===== config.mk =====
export PLATFORM = sky130hd
export DESIGN_NAME = sliding_window_median_filter_flat
export DESIGN_NICKNAME = d
export VERILOG_FILES = /design/src/sv/swmf_pkg.sv /design/src/sv/swmf_in_if.sv /design/src/sv/swmf_out_if.sv /design/src/sv/swmf_ctrl.sv /design/src/sv/swmf_dp.sv /design/src/sv/sliding_window_median_filter.sv /design/src/flat_wrapper.sv
export SDC_FILE = /design/constraint.sdc
export NUM_CORES = 1
export LEC_CHECK = 0
export BUFFER_PORTS_ARGS = -buffer_cell sky130_fd_sc_hd__buf_2
export CAP_MARGIN = 20
export CORE_ASPECT_RATIO = 1.1
export CORE_MARGIN = 4
export CORE_UTILIZATION = 60
export CTS_BUF_LIST = sky130_fd_sc_hd__clkbuf_16
export DETAILED_ROUTE_END_ITERATION = 10
export PLACE_DENSITY = 0.73
export SKIP_LAST_GASP = 1
export SLEW_MARGIN = 10
export SYNTH_ARGS = -nofsm -noshare
export SYNTH_HDL_FRONTEND = slang
export SYNTH_SLANG_ARGS = --single-unit

===== constraint.sdc =====
create_clock -name clk -period 6.55 [get_ports clk]
set_clock_uncertainty 0.05 [all_clocks]
set_input_delay 0.655 -clock clk [delete_from_list [all_inputs] [get_ports clk]]
set_output_delay 0.655 -clock clk [all_outputs]
set_load 0.005 [all_outputs]

===== src/sv/swmf_pkg.sv =====
// Shared constants, types and controller codes for the sliding window median filter.
package swmf_pkg;

  localparam int MAX_WINDOW_DEF  = 16;
  localparam int SAMPLE_BITS_DEF = 16;

  localparam int LEN_BITS      = 5;
  localparam int CFG_ADDR_BITS = 3;
  localparam int CFG_DATA_BITS = 32;

  localparam logic [LEN_BITS-1:0] LEN_RESET = 5'd5;

  // Register index field of the configuration address (byte address 4*i).
  localparam int CFG_IDX_BITS = CFG_ADDR_BITS - 2;
  localparam logic [CFG_IDX_BITS-1:0] REG_WINDOW_LEN = '0;

  typedef enum logic [1:0] {
    S_IDLE,
    S_READ,
    S_DRAIN,
    S_OUT
  } ctrl_state_t;

  // Commands from the controller to the datapath.
  typedef struct packed {
    logic accept;
    logic rd_issue;
    logic load_out;
  } dp_cmd_t;

  // Status from the datapath to the controller.
  typedef struct packed {
    logic rd_last;
    logic out_busy;
  } dp_sts_t;

endpackage


===== src/sv/swmf_in_if.sv =====
// Input channel interface carrying one sample per item.
interface swmf_in_if #(
  parameter int SAMPLE_BITS = swmf_pkg::SAMPLE_BITS_DEF
);
  logic                          valid;
  logic                          ready;
  logic signed [SAMPLE_BITS-1:0] sample;

  modport source (output valid, output sample, input ready);
  modport sink   (input valid, input sample, output ready);
endinterface


===== src/sv/swmf_out_if.sv =====
// Result channel interface carrying one median per item.
interface swmf_out_if #(
  parameter int SAMPLE_BITS = swmf_pkg::SAMPLE_BITS_DEF
);
  logic                          valid;
  logic                          ready;
  logic signed [SAMPLE_BITS-1:0] median;

  modport source (output valid, output median, input ready);
  modport sink   (input valid, input median, output ready);
endinterface


===== src/sv/swmf_ctrl.sv =====
// Controller state machine that sequences the window sweep for each item.
module swmf_ctrl (
  input  logic              clk,
  input  logic              rst_n,
  input  logic              in_valid,
  output logic              in_ready,
  input  swmf_pkg::dp_sts_t sts,
  output swmf_pkg::dp_cmd_t cmd
);

  swmf_pkg::ctrl_state_t state_r;
  swmf_pkg::ctrl_state_t state_nxt;

  always_ff @(posedge clk) begin
    if (!rst_n) begin
      state_r <= swmf_pkg::S_IDLE;
    end else begin
      state_r <= state_nxt;
    end
  end

  always_comb begin
    state_nxt = state_r;
    in_ready  = 1'b0;
    cmd       = '0;
    unique case (state_r)
      swmf_pkg::S_IDLE: begin
        // No item is taken while reset is held.
        in_ready   = rst_n;
        cmd.accept = in_valid && rst_n;
        if (in_valid) begin
          state_nxt = swmf_pkg::S_READ;
        end
      end
      swmf_pkg::S_READ: begin
        cmd.rd_issue = 1'b1;
        if (sts.rd_last) begin
          state_nxt = swmf_pkg::S_DRAIN;
        end
      end
      swmf_pkg::S_DRAIN: begin
        // The last entry read is being inserted into the sorted row.
        state_nxt = swmf_pkg::S_OUT;
      end
      swmf_pkg::S_OUT: begin
        if (!sts.out_busy) begin
          cmd.load_out = 1'b1;
          state_nxt    = swmf_pkg::S_IDLE;
        end
      end
      default: begin
        state_nxt = swmf_pkg::S_IDLE;
      end
    endcase
  end

endmodule


===== src/sv/swmf_dp.sv =====
// Datapath: window memory, write pointer, sorting row of cells and output register.
module swmf_dp #(
  parameter int MAX_WINDOW  = swmf_pkg::MAX_WINDOW_DEF,
  parameter int SAMPLE_BITS = swmf_pkg::SAMPLE_BITS_DEF
) (
  input  logic                                 clk,
  input  logic                                 rst_n,
  input  logic [swmf_pkg::LEN_BITS-1:0]        window_len,
  input  logic                                 win_clr,
  input  logic signed [SAMPLE_BITS-1:0]        in_sample,
  input  swmf_pkg::dp_cmd_t                    cmd,
  output swmf_pkg::dp_sts_t                    sts,
  input  logic                                 out_ready,
  output logic                                 out_valid,
  output logic signed [SAMPLE_BITS-1:0]        out_median
);

  localparam int AW = (MAX_WINDOW > 1) ? $clog2(MAX_WINDOW) : 1;
  localparam int LW = $clog2(MAX_WINDOW + 1);
  localparam logic [LW-1:0] LEN_MAX = LW'(MAX_WINDOW);
  localparam logic [LW:0]   CELL_LIM = (LW + 1)'(MAX_WINDOW);

  // Effective length: zero acts as one, values above the depth saturate.
  logic [LW-1:0] eff_len;
  logic [LW-1:0] len_m1;
  logic [LW-1:0] keep_cnt;

  always_comb begin
    if (window_len == '0) begin
      eff_len = LW'(1);
    end else if (32'(window_len) > 32'(MAX_WINDOW)) begin
      eff_len = LEN_MAX;
    end else begin
      eff_len = LW'(window_len);
    end
  end

  assign len_m1   = eff_len - LW'(1);
  assign keep_cnt = (len_m1 >> 1) + LW'(1);

  // Window memory with one valid bit per entry; an entry never written reads as zero.
  logic signed [SAMPLE_BITS-1:0] mem_r [MAX_WINDOW];
  logic [MAX_WINDOW-1:0]         ent_vld_r;
  logic [AW-1:0]                 wr_pos_r;
  logic [AW-1:0]                 wr_pos_nxt;
  logic [LW-1:0]                 wr_pos_inc;
  logic [AW-1:0]                 rd_idx_r;
  logic signed [SAMPLE_BITS-1:0] rd_data_r;
  logic                          rd_vld_r;
  logic                          ins_vld_r;
  logic signed [SAMPLE_BITS-1:0] ins_value;

  assign wr_pos_inc = LW'(wr_pos_r) + LW'(1);
  assign wr_pos_nxt = (wr_pos_inc == eff_len) ? '0 : AW'(wr_pos_inc);

  always_ff @(posedge clk) begin
    if (cmd.accept) begin
      mem_r[wr_pos_r] <= in_sample;
    end
    if (cmd.rd_issue) begin
      rd_data_r <= mem_r[rd_idx_r];
      rd_vld_r  <= ent_vld_r[rd_idx_r];
    end
  end

  always_ff @(posedge clk) begin
    if (!rst_n) begin
      ent_vld_r <= '0;
      wr_pos_r  <= '0;
      rd_idx_r  <= '0;
      ins_vld_r <= 1'b0;
    end else begin
      ins_vld_r <= cmd.rd_issue;
      if (win_clr) begin
        ent_vld_r <= '0;
        wr_pos_r  <= '0;
      end else if (cmd.accept) begin
        ent_vld_r[wr_pos_r] <= 1'b1;
        wr_pos_r            <= wr_pos_nxt;
      end
      if (cmd.accept) begin
        rd_idx_r <= '0;
      end else if (cmd.rd_issue) begin
        rd_idx_r <= rd_idx_r + AW'(1);
      end
    end
  end

  assign ins_value   = rd_vld_r ? rd_data_r : '0;
  assign sts.rd_last = (LW'(rd_idx_r) == len_m1);

  // Sorting row. It keeps the keep_cnt smallest values seen so far in ascending
  // order, right aligned, so the largest of them (the lower median once the
  // whole window has passed) always sits in the top cell.
  logic signed [SAMPLE_BITS-1:0] row_r   [MAX_WINDOW];
  logic signed [SAMPLE_BITS-1:0] row_nxt [MAX_WINDOW];
  logic [LW-1:0]                 cnt_r;
  logic                          row_full;
  logic [MAX_WINDOW-1:0]         cell_vld;
  logic [MAX_WINDOW-1:0]         cell_gt;

  assign row_full = (cnt_r == keep_cnt);

  for (genvar j = 0; j < MAX_WINDOW; j++) begin : g_cell
    localparam logic [LW:0] IDX = (LW + 1)'(j);
    logic                          up_gt;
    logic                          up_vld;
    logic signed [SAMPLE_BITS-1:0] up_val;
    logic                          dn_gt;
    logic signed [SAMPLE_BITS-1:0] dn_val;
    logic                          ins_here;
    logic                          take_up;

    assign cell_vld[j] = ({1'b0, cnt_r} + IDX) >= CELL_LIM;
    assign cell_gt[j]  = cell_vld[j] && (row_r[j] > ins_value);

    if (j == MAX_WINDOW - 1) begin : g_top
      assign up_gt  = 1'b1;
      assign up_vld = 1'b0;
      assign up_val = '0;
    end else begin : g_mid
      assign up_gt  = cell_gt[j+1];
      assign up_vld = cell_vld[j+1];
      assign up_val = row_r[j+1];
    end

    if (j == 0) begin : g_bot
      assign dn_gt  = 1'b0;
      assign dn_val = '0;
    end else begin : g_low
      assign dn_gt  = cell_gt[j-1];
      assign dn_val = row_r[j-1];
    end

    // Filling: smaller values move down one cell, the new value lands just
    // below the first larger one. Full: larger values move up, dropping the top.
    assign ins_here = !cell_gt[j] && up_gt;
    assign take_up  = up_vld && !up_gt;

    always_comb begin
      if (!row_full) begin
        if (take_up) begin
          row_nxt[j] = up_val;
        end else if (ins_here) begin
          row_nxt[j] = ins_value;
        end else begin
          row_nxt[j] = row_r[j];
        end
      end else begin
        if (dn_gt) begin
          row_nxt[j] = dn_val;
        end else if (cell_gt[j]) begin
          row_nxt[j] = ins_value;
        end else begin
          row_nxt[j] = row_r[j];
        end
      end
    end
  end

  always_ff @(posedge clk) begin
    if (ins_vld_r) begin
      for (int j = 0; j < MAX_WINDOW; j++) begin
        row_r[j] <= row_nxt[j];
      end
    end
  end

  always_ff @(posedge clk) begin
    if (!rst_n) begin
      cnt_r <= '0;
    end else if (cmd.accept) begin
      cnt_r <= '0;
    end else if (ins_vld_r && !row_full) begin
      cnt_r <= cnt_r + LW'(1);
    end
  end

  // Output register.
  logic                          out_vld_r;
  logic signed [SAMPLE_BITS-1:0] median_r;

  always_ff @(posedge clk) begin
    if (!rst_n) begin
      out_vld_r <= 1'b0;
    end else if (cmd.load_out) begin
      out_vld_r <= 1'b1;
    end else if (out_ready) begin
      out_vld_r <= 1'b0;
    end
  end

  always_ff @(posedge clk) begin
    if (cmd.load_out) begin
      median_r <= row_r[MAX_WINDOW-1];
    end
  end

  assign sts.out_busy = out_vld_r && !out_ready;
  assign out_valid    = out_vld_r;
  assign out_median   = median_r;

endmodule


===== src/sv/sliding_window_median_filter.sv =====
// Sliding window median filter top level: register block, controller and datapath.
// An item is written into the window, its entries (effective length 1 to MAX_WINDOW) pass
// the single window read port to the sorting row, and after a drain step the result loads
// once the output register is free, shown from the next cycle. Only then is an item taken.
// Reset (synchronous, rst_n low): window cleared, write position zero, length register 5.
module sliding_window_median_filter #(
  parameter int MAX_WINDOW  = swmf_pkg::MAX_WINDOW_DEF
) (
  input  logic                                 clk,
  input  logic                                 rst_n,
  swmf_in_if.sink                              in_ch,
  swmf_out_if.source                           out_ch,
  input  logic                                 cfg_psel,
  input  logic                                 cfg_penable,
  input  logic                                 cfg_pwrite,
  input  logic [swmf_pkg::CFG_ADDR_BITS-1:0]   cfg_paddr,
  input  logic [swmf_pkg::CFG_DATA_BITS-1:0]   cfg_pwdata,
  output logic [swmf_pkg::CFG_DATA_BITS-1:0]   cfg_prdata,
  output logic                                 cfg_pready
);

  // The configuration port completes every access in its access cycle.
  // Only one register exists: window_len at byte address 0. The low two
  // address bits are ignored; any other register index reads zero and
  // ignores writes.
  logic                                reg_hit;
  logic                                cfg_wr;
  logic                                win_clr;
  logic [swmf_pkg::LEN_BITS-1:0]       window_len_r;

  assign cfg_pready = 1'b1;
  assign reg_hit    = (cfg_paddr[swmf_pkg::CFG_ADDR_BITS-1:2] == swmf_pkg::REG_WINDOW_LEN);
  assign cfg_wr     = cfg_psel && cfg_penable && cfg_pwrite && cfg_pready;

  // Writing window_len also empties the window and rewinds the write position.
  assign win_clr = cfg_wr && reg_hit;

  always_ff @(posedge clk) begin
    if (!rst_n) begin
      window_len_r <= swmf_pkg::LEN_RESET;
    end else if (win_clr) begin
      window_len_r <= cfg_pwdata[swmf_pkg::LEN_BITS-1:0];
    end
  end

  always_comb begin
    if (reg_hit) begin
      cfg_prdata = {{(swmf_pkg::CFG_DATA_BITS - swmf_pkg::LEN_BITS){1'b0}}, window_len_r};
    end else begin
      cfg_prdata = '0;
    end
  end

  // The controller accepts an item only when idle, writes it into the window,
  // then sweeps every active entry through the sorting row, one per cycle.
  // The result waits in the output register, so the next item can be taken
  // while it is still pending downstream.
  swmf_pkg::dp_cmd_t cmd;
  swmf_pkg::dp_sts_t sts;

  swmf_ctrl u_ctrl (
    .clk      (clk),
    .rst_n    (rst_n),
    .in_valid (in_ch.valid),
    .in_ready (in_ch.ready),
    .sts      (sts),
    .cmd      (cmd)
  );

  swmf_dp #(
    .MAX_WINDOW  (MAX_WINDOW),
    .SAMPLE_BITS (swmf_pkg::SAMPLE_BITS_DEF)
  ) u_dp (
    .clk        (clk),
    .rst_n      (rst_n),
    .window_len (window_len_r),
    .win_clr    (win_clr),
    .in_sample  (in_ch.sample),
    .cmd        (cmd),
    .sts        (sts),
    .out_ready  (out_ch.ready),
    .out_valid  (out_ch.valid),
    .out_median (out_ch.median)
  );

  // An accepted item always starts its sweep in the following cycle.
  a_sweep_follows_accept: assert property (@(posedge clk) disable iff (!rst_n)
    cmd.accept |=> cmd.rd_issue)
    else $error("window sweep did not start after an accepted item");

  // A new result is never loaded over one that is still stalled downstream.
  a_no_overwrite: assert property (@(posedge clk) disable iff (!rst_n)
    (out_ch.valid && !out_ch.ready) |-> !cmd.load_out)
    else $error("pending result overwritten");

  // Result valid only rises right after the controller loads a result.
  a_valid_from_load: assert property (@(posedge clk) disable iff (!rst_n)
    $rose(out_ch.valid) |-> $past(cmd.load_out))
    else $error("result valid rose without a load");

  // Reads of the window and acceptance of an item never overlap.
  a_accept_idle_only: assert property (@(posedge clk) disable iff (!rst_n)
    cmd.accept |-> !cmd.rd_issue && !cmd.load_out)
    else $error("item accepted while a sweep or load was active");

endmodule

===== src/flat_wrapper.sv =====
// flat-port wrapper written by rule: the top's interface ports become plain ports
module sliding_window_median_filter_flat 
#(
  parameter int MAX_WINDOW  = swmf_pkg::MAX_WINDOW_DEF
)
  (clk, rst_n, cfg_psel, cfg_penable, cfg_pwrite, cfg_paddr, cfg_pwdata, cfg_prdata, cfg_pready, in_ch_valid, in_ch_sample, in_ch_ready, out_ch_valid, out_ch_median, out_ch_ready);
  swmf_in_if in_ch_i ();
  swmf_out_if out_ch_i ();
  input  logic clk;
  input  logic rst_n;
  input  logic cfg_psel;
  input  logic cfg_penable;
  input  logic cfg_pwrite;
  input  logic [swmf_pkg::CFG_ADDR_BITS-1:0] cfg_paddr;
  input  logic [swmf_pkg::CFG_DATA_BITS-1:0] cfg_pwdata;
  output logic [swmf_pkg::CFG_DATA_BITS-1:0] cfg_prdata;
  output logic cfg_pready;
  input wire logic [$bits(in_ch_i.valid)-1:0] in_ch_valid;
  input wire logic [$bits(in_ch_i.sample)-1:0] in_ch_sample;
  output wire logic [$bits(in_ch_i.ready)-1:0] in_ch_ready;
  output wire logic [$bits(out_ch_i.valid)-1:0] out_ch_valid;
  output wire logic [$bits(out_ch_i.median)-1:0] out_ch_median;
  input wire logic [$bits(out_ch_i.ready)-1:0] out_ch_ready;
  assign in_ch_i.valid = in_ch_valid;
  assign in_ch_i.sample = in_ch_sample;
  assign in_ch_ready = in_ch_i.ready;
  assign out_ch_valid = out_ch_i.valid;
  assign out_ch_median = out_ch_i.median;
  assign out_ch_i.ready = out_ch_ready;
  sliding_window_median_filter #(.MAX_WINDOW(MAX_WINDOW)) u_core (.clk(clk), .rst_n(rst_n), .in_ch(in_ch_i), .out_ch(out_ch_i), .cfg_psel(cfg_psel), .cfg_penable(cfg_penable), .cfg_pwrite(cfg_pwrite), .cfg_paddr(cfg_paddr), .cfg_pwdata(cfg_pwdata), .cfg_prdata(cfg_prdata), .cfg_pready(cfg_pready));
endmodule

Word-level counts from Yosys, hierarchy flattened
Memories as Yosys holds them, arrays and structs flattened. A register that Yosys moved wholly into a read port is not among the register bits.
Index checks and enable logic that the tools add are counted.
{"block": "classes", "n_addsub": 20, "order_cmp": 36, "eq_ne": 9, "mux": 102, "bitwise_logic": 3, "n_reduce_logical": 77}
{"op": "16-bit 2-to-1 mux", "count": 79}
{"op": "16-bit > comparator", "count": 16}
{"op": "6-bit by 5-bit greater-or-equal comparator with 1-bit output (second input constant)", "count": 15}
{"op": "1-bit logical AND", "count": 53}
{"op": "5-bit by 4-bit adder with 6-bit output (second input constant)", "count": 8}
{"op": "5-bit by 3-bit adder with 6-bit output (second input constant)", "count": 4}
{"op": "1-bit zero test", "count": 18}
{"op": "16-bit OR", "count": 1}
{"op": "5-bit 2-to-1 mux", "count": 3}
{"op": "1-bit 2-to-1 mux", "count": 13}
{"op": "5-bit by 2-bit adder with 6-bit output (second input constant)", "count": 2}
{"op": "4-bit by 1-bit adder with 5-bit output (second input constant)", "count": 2}
{"op": "5-bit equality test", "count": 2}
{"op": "4-bit by 5-bit < comparator with 1-bit output (second input constant)", "count": 2}
{"op": "2-bit one-hot mux with 4 select lines", "count": 1}
{"op": "5-bit by 1-bit adder with 6-bit output (second input constant)", "count": 1}
{"op": "2-bit 2-to-1 mux", "count": 3}
{"op": "5-bit by 1-bit adder with 5-bit output (second input constant)", "count": 1}
{"op": "4-bit by 5-bit equality test with 1-bit output", "count": 1}
{"op": "5-bit greater-or-equal comparator (second input constant)", "count": 1}
{"op": "5-bit > comparator (second input constant)", "count": 1}
{"op": "5-bit zero test", "count": 1}
{"op": "5-bit by 1-bit subtractor with 5-bit output (second input constant)", "count": 1}
{"op": "4-bit by 1-bit adder with 4-bit output (second input constant)", "count": 1}
{"op": "other kinds (13)", "count": 17}
{"block": "word_totals", "reg_bits": 55, "ram_bits": 512, "input_bits": 58, "out_inout_bits": 51, "word_cells": 259, "memories": 2}
{"name": "u_core.u_dp.mem_r", "depth": 16, "width": 16, "read_ports": 1, "rd_ports_with_merged_regs": 1, "write_ports": 1, "line": "swmf_dp.sv:42", "rtl": "logic signed [SAMPLE_BITS-1:0] mem_r [MAX_WINDOW];"}
{"name": "u_core.u_dp.row_r", "depth": 16, "width": 16, "read_ports": 16, "rd_ports_with_merged_regs": 0, "write_ports": 16, "line": "swmf_dp.sv:95", "rtl": "logic signed [SAMPLE_BITS-1:0] row_r [MAX_WINDOW];"}

Longest topological paths before layout
Gate-level depths: netlist of run 1.
{"block": "logic_depth", "word_depth": 8, "ltp_mapped": 17}

Hierarchy
A second synthesis of run 1 with hierarchy kept.
{"block": "hier_totals", "cells_unflattened": 2835, "area_unflattened_um2": 33887.5}
{"mod": "swmf_dp", "n_inst": 1, "cells_per_inst": 2756, "area_each_um2": 33219.4, "seq_area_each_um2": 16986.3}
{"mod": "sliding_window_median_filter", "n_inst": 1, "cells_per_inst": 58, "area_each_um2": 484.2, "seq_area_each_um2": 100.1}
{"mod": "swmf_ctrl", "n_inst": 1, "cells_per_inst": 21, "area_each_um2": 183.9, "seq_area_each_um2": 40.0}

Least setup slack after synthesis of run 1
No wires, ideal clock.
{"block": "synth_timing", "kind": "register to register", "from": "register u_core.u_dp.rd_vld_r (netlist name)", "to": "memory u_core.u_dp.row_r[0][100] in the netlist's numbering (enable)", "arrival_ps": 4692, "t_required_ps": 6086, "setup_slack_ps": 1394, "stages_incl_launch_ff": 13, "path_buffers": 3, "synth_period_minus_slack_ps": 5156, "cell_sequence": "edfxtp_1 clkbuf_1 nand2_1 clkbuf_1 ha_1 nand4_1 nor4_1 a21boi_0 or4_1 nand3_1 clkbuf_1 o21ai_0 a21boi_0"}
{"item": "end: declaration", "line": "swmf_dp.sv:95"}

==> results of run 1 <==
-- flip-flops by register name, indices dropped and copies added (netlist names) --
name                    flops
u_core.u_dp.rd_idx_r        4
u_core.window_len_r         5
u_core.u_dp.rd_data_r      16
u_core.u_dp.rd_vld_r        1
u_core.u_dp.mem_r         256
u_core.u_dp.ent_vld_r      16
u_core.u_dp.out_valid       1
u_core.u_dp.cnt_r           5
u_core.u_dp.wr_pos_r        4
u_core.u_dp.out_median     16
u_core.u_dp.ins_vld_r       1
u_core.u_dp.row_r         256
u_core.u_ctrl.state_r       2
-- cells by family after synthesis --
| kind of cell | count (synthesis) | synth area share [%] |
|---|---|---|
| AO/OA/AOI/OAI | 639 | 12.53 |
| XOR/XNOR | 19 | 0.4805 |
| adder cells (fa/ha/maj) | 271 | 9.791 |
| buffers and inverters | 329 | 4.227 |
| flip-flops | 583 | 49.45 |
| multiplexers | 370 | 13.89 |
| other | 2 | 0.02169 |
| AND/OR/NAND/NOR | 636 | 9.607 |
-- layout by cell type, fill, tap and decap left out, types with 85 or more instances in the layout --
cell	netlist	final
o21ai_0	115	114
buf_4	35	119
mux2i_1	269	268
nor3_1	112	107
a21oi_1	141	140
nand2_1	97	97
inv_1	101	116
mux4_2	85	85
edfxtp_1	545	545
nor2_1	107	95
ha_1	271	271
nand3_1	90	90
-- tightest hold or removal path, cell delays in order --
cell and delay (ps):
buf_2 80, mux2i_1 50, nand2_1 60
-- layout make-up --
cell class / instances / area share (%)
Sequential cell: 583 / 45.11
Tap cell: 752 / 2.477
Clock buffer: 61 / 4.019
Inverter: 101 / 0.9982
Timing Repair Buffer: 173 / 3.159
Multi-Input combinational cell: 1963 / 42.91
Clock inverter: 53 / 1.328
-- per-layer routing --
| layer | track usage [%] | wire [microns] | up-vias |
|---|---|---|---|
| met5 | 0 | 0 | - |
| met4 | 19.21 | 7068 | 0 |
| met3 | 5.122 | 7459 | 465 |
| met2 | 57.11 | 51700 | 1393 |
| met1 | 38.19 | 36770 | 12650 |
| li1 | - | - | 11270 |
-- stage by stage --
step	instances	worst slack, ps	hold slack [ps]	utilization [%]	instance area [sq um]
after CTS	3685	1479	130.8	66.37	37970
final	3686	1397	163.2	66.39	37980
after global routing	3686	1170	154.8	66.39	37980
after floorplan	2875	1394	384.8	-	34730
after global placement	3571	1636	394.3	62.82	35940
after detailed placement	3571	1551	408.3	62.82	35940
-- cell usage after synthesis, types with 45 or more instances --
cell      count
nand2_1      97
a21oi_1     141
a31oi_1      45
nor2_1      107
a211oi_1     52
o21ai_0     115
mux2i_1     269
clkbuf_1    126
edfxtp_1    545
mux4_2       85
nor3_1      112
inv_1       101
nand4_1      50
nand3_1      90
a221oi_1     51
ha_1        271
-- power groups by stage --
stage / combinational (mW) / sequential (mW) / clock (mW)
5_1_grt: 4.53 / 4.62 / 3.73
4_1_cts: 4.10 / 4.60 / 3.58
2_1_floorplan: 2.83 / 4.54 / 0
6_report: 4.20 / 4.60 / 3.54
3_5_place_dp: 4.06 / 4.67 / 0
3_3_place_gp: 3.85 / 4.67 / 0
-- worst min-delay path by stage --
| stage | slack [ps] | endpoint | start |
|---|---|---|---|
| floorplan | 380 | u_core.u_dp.ent_vld_r[14] | u_core.u_dp.ent_vld_r[14] |
| global placement | 390 | u_core.u_dp.ent_vld_r[1] | u_core.u_dp.ent_vld_r[1] |
| detailed placement | 410 | u_core.u_dp.ent_vld_r[6] | u_core.u_dp.ent_vld_r[6] |
| CTS | 130 | u_core.window_len_r[0] | cfg_pwdata[0] |
| global route | 150 | u_core.window_len_r[0] | cfg_pwdata[0] |
| finish | 160 | u_core.window_len_r[0] | cfg_pwdata[0] |
==> metrics.md, run 1 <==
| Metric | Value |
|---|---|
| Post-CTS sizing | 0 |
| Setup TNS | 0 ps |
| Worst-path clk slew | ~70 ps |
| Footprint of the multi-input gates | approximately 16000 sq um |
| Register area share after synthesis | between 40% and 50% |
| CP Max Fanout | 29 |
| Syn_area_per_cell | 12.16 sq um |
| Chip width | roughly 240 microns |
| Initial drt markers | about 2700 |
| WP depth | 13 |
| Avg WL per Cell | 27.94 microns |
| DR pass1 iterations | 5 |
| Endpoints failing setup | 0 |
| # DRC | 0 |
| R2R Path Start | u_core.u_dp.rd_vld_r |
| Setup crit start kind | register |
| Ant. Diodes | 0 |
| Synth area leaders | edfxtp_1 47%, ha_1 9.8%, mux2i_1 7.8% |
| Main synth FF type | edfxtp_1 |
| #FFs+latches synth | 583 |
| Setup crit end | u_core.u_dp.row_r[1][72] |
| Final hold viol count | 0 |
| Internal | roughly 8 mW |
| # Max-Cap Violations | 0 |
| Max_slew headroom | 27.42% |
| Crit path cell chain | and2_1, inv_1, buf_4, ha_1, nand3_1, or4_1, a21o_1, nand3_1, mux2i_2, buf_4, o21ai_0, a221oi_2, buf_4 |
| Core area | 57210 sq um |
| Die height | 260.0 microns |
| Initial Util | 60.53% |
| VDD IR max | ~0.00042 V |
| CP max-delay cell | and2_1 |
| PortBufs | 51 |
| Final period util | between 70% and 80% |
| Largest area contributor in the netlist | edfxtp_1 |
| Sequential power share | a little under two fifths |
| Number of I/O pins | 109 |
| HP Class | input pin to register |
| DR vias | ~26000 |
| Asr flop ratio synth | 0% |
| Delay-heaviest family, CP | simple AND/OR/NAND/NOR gates |
| Vias in the first global route | 26370 |
| Longest Clk Path Bufs | 3 |
| Reg2Reg Capture Point | u_core.u_dp.row_r[1][72] |
| Vias/cell | 6.995 |
| Register area | 17130 sq um |
| Post-DRT Antenna Nets | 0 |
| Grt ovf | 0 |
| Global-route wire length before repair | 154800 microns |
| Largest net degree at the start of global routing | a little over 80 |
| Worst skew pair latency | 680 ps |
| Status | complete, no violations |
| GRT Total Usage | 32.67% |
| Area Growth Syn to Fin | 9.668% |
| Syn. warnings | 0 |
| Share of cells above drive strength 1 | 14.55% |
| Total Wirelength | a little over 100000 microns |
| Worst slew pin tran | 1089 ps |
| DP HPWL | 68890 microns |
| Top-area cell type share of the netlist area | 47.26% |
| CP endpoint kind | register |
| Final Net Count | 3212 |
| Critical Path AT | between 5000 and 6000 ps |
| Clock Tree Root | clkbuf_16 |
| Fmax | 194.1 MHz |
| Die ar. | about 60000 sq um |
| Worst hold stages | 3 |
| Power per Cell Area | about 320 nW/um^2 |
| Leak pwr | roughly 14 nW |
| Placer Congestion | 0.9453 |
| RSZ-0062 raised after global routing | no |
| Initial antenna violation count | 0 |
| Largest stage delay, worst path | 770 ps |
| Combinational share of power | 34.1% |
| Setup crit start | u_core.u_dp.rd_vld_r |
| Net Sw Frac | around 34% |
| Worst R2R Setup Slack | 1400 ps |
| # rows | 92 |
| Slew Limit Fails | 0 |
| CTS Sinks | 583 |
| CTS tree | done |
| Mapped Area | 34630 sq um |
| Library cells used by synthesis | 83 |
| CTS buffer count | 61 |
| Setup bufs post-CTS | 0 |
| R2r worst-path depth | 13 |
| Worst path bufs/invs | 4 |
| Power share of the clock group | 28.7% |
| Setup CP Type | register to register |
| Tot Pwr | 12.33 mW |
| FILL cells | 4176 |
| Cell repeated most along the worst path | buf_4 |
| Post-synth EDFFs | 545 |
| Hold_buf cts | 0 |
| Max H-tree Level | 2 |
| Synth Instances | 2849 |
| WP data required | 6830 ps |
| P_sw | about 4.3 mW |
| Crit path time final | 5153 ps |
Power figures use the tool's default switching activity.
==> run 2, diff against run 1 <==
--- a/config.mk
+++ b/config.mk
@@ -5,6 +5,7 @@
 export SDC_FILE = /design/constraint.sdc
 export NUM_CORES = 1
 export LEC_CHECK = 0
+export ABC_AREA = 1
 export BUFFER_PORTS_ARGS = -buffer_cell sky130_fd_sc_hd__buf_2
 export CAP_MARGIN = 20
 export CORE_ASPECT_RATIO = 1.1
==> constraint.sdc (replaced) <==
create_clock -name clk -period 4.9 [get_ports clk]
set_clock_uncertainty 0.05 [all_clocks]
set_input_delay 0.49 -clock clk [delete_from_list [all_inputs] [get_ports clk]]
set_output_delay 0.49 -clock clk [all_outputs]
set_load 0.005 [all_outputs]
==> metrics.md, run 2 <==
| Metric | Value |
|---|---|
| Cell Area, Placed | 36800 sq um (+2.4%) |
| Setup bufs post-CTS | 0 (unchanged) |
| Power per Cell Area | 420.4 nW/um^2 (+29%) |
| Main synth FF type | edfxtp_1 |
| Chip width | 240.9 microns (+1.6%) |
| Grt ovf | 0 (unchanged) |
| Worst skew pair latency | 650 ps (-30 ps) |
| Longest Clk Path Bufs | 3 (unchanged) |
| Top cells by count, synth | 1354 x nand2_1, 554 x o21ai_0, 545 x edfxtp_1, 312 x nor2_1, 271 x ha_1 |
| Vias in the first global route | 27860 (+5.7%) |
| Post-CTS sizing | 0 (unchanged) |
| Core area | 58760 sq um (+2.7%) |
| CP endpoint kind | register |
| Die ar. | 63620 sq um (+3.2%) |
| Net Sw Frac | 36.19% (+1.7 points) |
| CTS Sinks | 583 (unchanged) |
| Endpoints failing setup | 0 (unchanged) |
| Global-route wire length before repair | 153600 microns (-0.74%) |
| Post-DRT Antenna Nets | 0 (unchanged) |
| Combinational share of power | 34.7% (+0.6 points) |
| Top flop regs | u_core.u_dp.mem_r: 256 flops, u_core.u_dp.row_r: 256 flops |
| Largest area contributor in the netlist | edfxtp_1 |
| WP data required | 5190 ps (-1640 ps) |
| Worst R2R Setup Slack | 810 ps (-580 ps) |
| Share of cells above drive strength 1 | 7.053% (-7.5 points) |
| R2R Path Start | u_core.u_dp.rd_vld_r |
| # Max-Cap Violations | 0 (unchanged) |
| P_sw | 5.905 mW (+39%) |
| Most frequent cell after synthesis | nand2_1 |
| WP depth | 12 (-1) |
| # DRC | 0 (unchanged) |
| Critical Path AT | 4380 ps (-1060 ps) |
| Ant. Diodes | 0 (unchanged) |
| CP Max Fanout | 12 (-59%) |
| GRT Total Usage | 30.70% (-2.0 points) |
| Mapped Area | 35790 sq um (+3.3%) |
| Setup crit start kind | register |
| Final hold viol count | 0 (unchanged) |
| Max_slew headroom | 25.75% (-1.7 points) |
| CTS buffer count | 60 (-1.6%) |
| Final Net Count | 4561 (+42%) |
| Fmax | 244.8 MHz (+26%) |
| HP Class | input pin to register |
| Total Wirelength | 100200 microns (-2.8%) |
| Clock Tree Root | clkbuf_16 |
| Die height | 264.1 microns (+1.6%) |
| CTS tree | done |
| Worst path bufs/invs | 3 (-1) |
| Most frequent cells in the layout | 1354 x nand2_1, 554 x o21ai_0, 545 x edfxtp_1 |
| Crit path time final | 4085 ps (-1067 ps) |
| Synth Instances | 4245 (+49%) |
| Post-synth EDFFs | 545 (unchanged) |
| DR vias | 30010 (+16%) |
| Largest net degree at the start of global routing | 105 (+28%) |
| R2r worst-path depth | 12 (-1) |
| Max H-tree Level | 2 (unchanged) |
| Setup TNS | 0 ps (unchanged) |
| # rows | 93 (+1.1%) |
| Core Util, Final | 66.05% (-0.34 points) |
| Top-area cell type share of the netlist area | 45.73% (-1.5 points) |
| Initial Util | 60.90% (+0.36 points) |
| Initial drt markers | 2826 (+5.0%) |
| Delay-heaviest family, CP | simple AND/OR/NAND/NOR gates |
| Internal | 10.41 mW (+29%) |
| Register area share after synthesis | 47.86% (-1.6 points) |
| Setup CP Type | register to register |
| DP HPWL | 65750 microns (-4.6%) |
| Crit path cell chain | buf_4, nand2_1, ha_1, nand4_1, nor3_1, nand2_1, nand3_1, nand4_1, inv_1, nor3_2, nor2_1, buf_4 |
| Number of I/O pins | 109 (unchanged) |
| Worst-path clk slew | 70 ps (about the same) |
| Syn. warnings | 0 (unchanged) |
| Library cells used by synthesis | 47 (-43%) |
| Initial antenna violation count | 0 (unchanged) |
| Setup crit start | u_core.u_dp.rd_vld_r |
| PortBufs | 51 (unchanged) |
| Power share of the clock group | 28.4% (-0.3 points) |
| Worst hold slack | 63.20 ps (-100.0 ps) |
| Setup crit end | u_core.u_dp.row_r[1][69] |
| Final period util | 83.37% (+4.7 points) |
| Status | complete, no violations |
| Reg2Reg Capture Point | u_core.u_dp.row_r[1][69] |
| Asr flop ratio synth | 0% (unchanged) |
| VDD IR max | 0.0004225 V (-0.57%) |
| Synth area leaders | edfxtp_1 46%, nand2_1 14%, ha_1 9.5% |
| Cell area after layout | 38810 sq um (+2.2%) |
| #FFs+latches synth | 583 (unchanged) |
| Commonest non-fill, non-tap cell in the layout | nand2_1 |
| Largest stage delay, worst path | 610 ps (-160 ps) |
| CP max-delay cell | edfxtp_1 |
| Placer Congestion | 0.8951 (-5.3%) |
| Slew Limit Fails | 0 (unchanged) |
| Syn_area_per_cell | 8.430 sq um (-31%) |
| RSZ-0062 raised after global routing | no |
| Avg WL per Cell | 19.86 microns (-29%) |
| Area Growth Syn to Fin | 8.461% |
| Worst slew pin tran | 1113 ps (+23.82 ps) |
| Leak pwr | 16.16 nW (+12%) |
| DR pass1 iterations | 6 (+1) |
| Vias/cell | 5.951 (-15%) |
| Sequential power share | 36.8% (-0.5 points) |
## run 2: cell families (layout without fill, tap and decap cells)
group | count (synthesis) | in the layout | share of synthesized area (%)
other cells | 2 | 28 | 0.02099
buf+inv | 499 | 510 | 6.182
simple gates | 1978 | 1978 | 22.18
compound gates | 898 | 898 | 13.94
xor+xnor | 14 | 14 | 0.3427
fa+ha+maj | 271 | 271 | 9.475
flops | 583 | 583 | 47.86
## run 2: per-stage QoR
stage | setup WS, ps | std cells | power (mW)
6_report | 814.6 | 5042 | 16.32
5_1_grt | 510.6 | 5042 | 17.27
4_1_cts | 820.9 | 5042 | 16.26
3_5_place_dp | 877.5 | 4928 | 11.67
3_3_place_gp | 905.0 | 4928 | 11.49
2_1_floorplan | 693.2 | 4271 | 9.928
## run 2: worst min-delay path by stage
stage | from | to | slack (ps) | cells past startpoint
after CTS | cfg_pwdata[1] | u_core.window_len_r[1] | 40 | 3
after global placement | u_core.u_dp.ent_vld_r[7] | u_core.u_dp.ent_vld_r[7] | 400 | 2
final | cfg_pwdata[4] | u_core.window_len_r[4] | 60 | 3
after detailed placement | u_core.u_dp.ent_vld_r[7] | u_core.u_dp.ent_vld_r[7] | 410 | 2
after floorplan | u_core.u_dp.row_r[1][112] | u_core.u_dp.out_median[0] | 380 | 0
after global routing | cfg_pwdata[1] | u_core.window_len_r[1] | 80 | 3
## run 2: final cells by class
cell class	instances	area, sq um
fill	4776	19950
timing repair buffer	169	1271
tap	760	950.9
clock buffer	61	1526
clock inverter	51	466.7
inverter	229	863.3
sequential	583	17130
multi-input combinational	3189	16600
## run 2: power groups by stage
| stage | clock network [mW] | registers (mW) | logic (mW) |
|---|---|---|---|
| 4_1_cts | 4.67 | 6.01 | 5.58 |
| 3_3_place_gp | 0 | 6.10 | 5.39 |
| 2_1_floorplan | 0 | 6.04 | 3.89 |
| 6_report | 4.64 | 6.01 | 5.67 |
| 5_1_grt | 4.89 | 6.02 | 6.36 |
| 3_5_place_dp | 0 | 6.11 | 5.56 |
## run 2: layer usage
| layer | wire (microns) | track usage [%] |
|---|---|---|
| met1 | 39700 | 39.55 |
| met4 | 4798 | 13.77 |
| met5 | 0 | 0 |
| met3 | 7384 | 4.291 |
| met2 | 48260 | 51.71 |
## run 2: worst reg2reg max path: cells and delay by family, from the launching register on
family	cells	cell delay (ps)
simple gates	8	1730
flops	1	610
buf+inv	3	890
fa+ha+maj	1	500
## run 2: timing repair
| item | 4_1_cts | 5_1_grt |
|---|---|---|
| hold buffers | 2 | 0 |
| hold endpoints to repair | 2 | 0 |
| endpoints found under the setup margin | 0 | 0 |
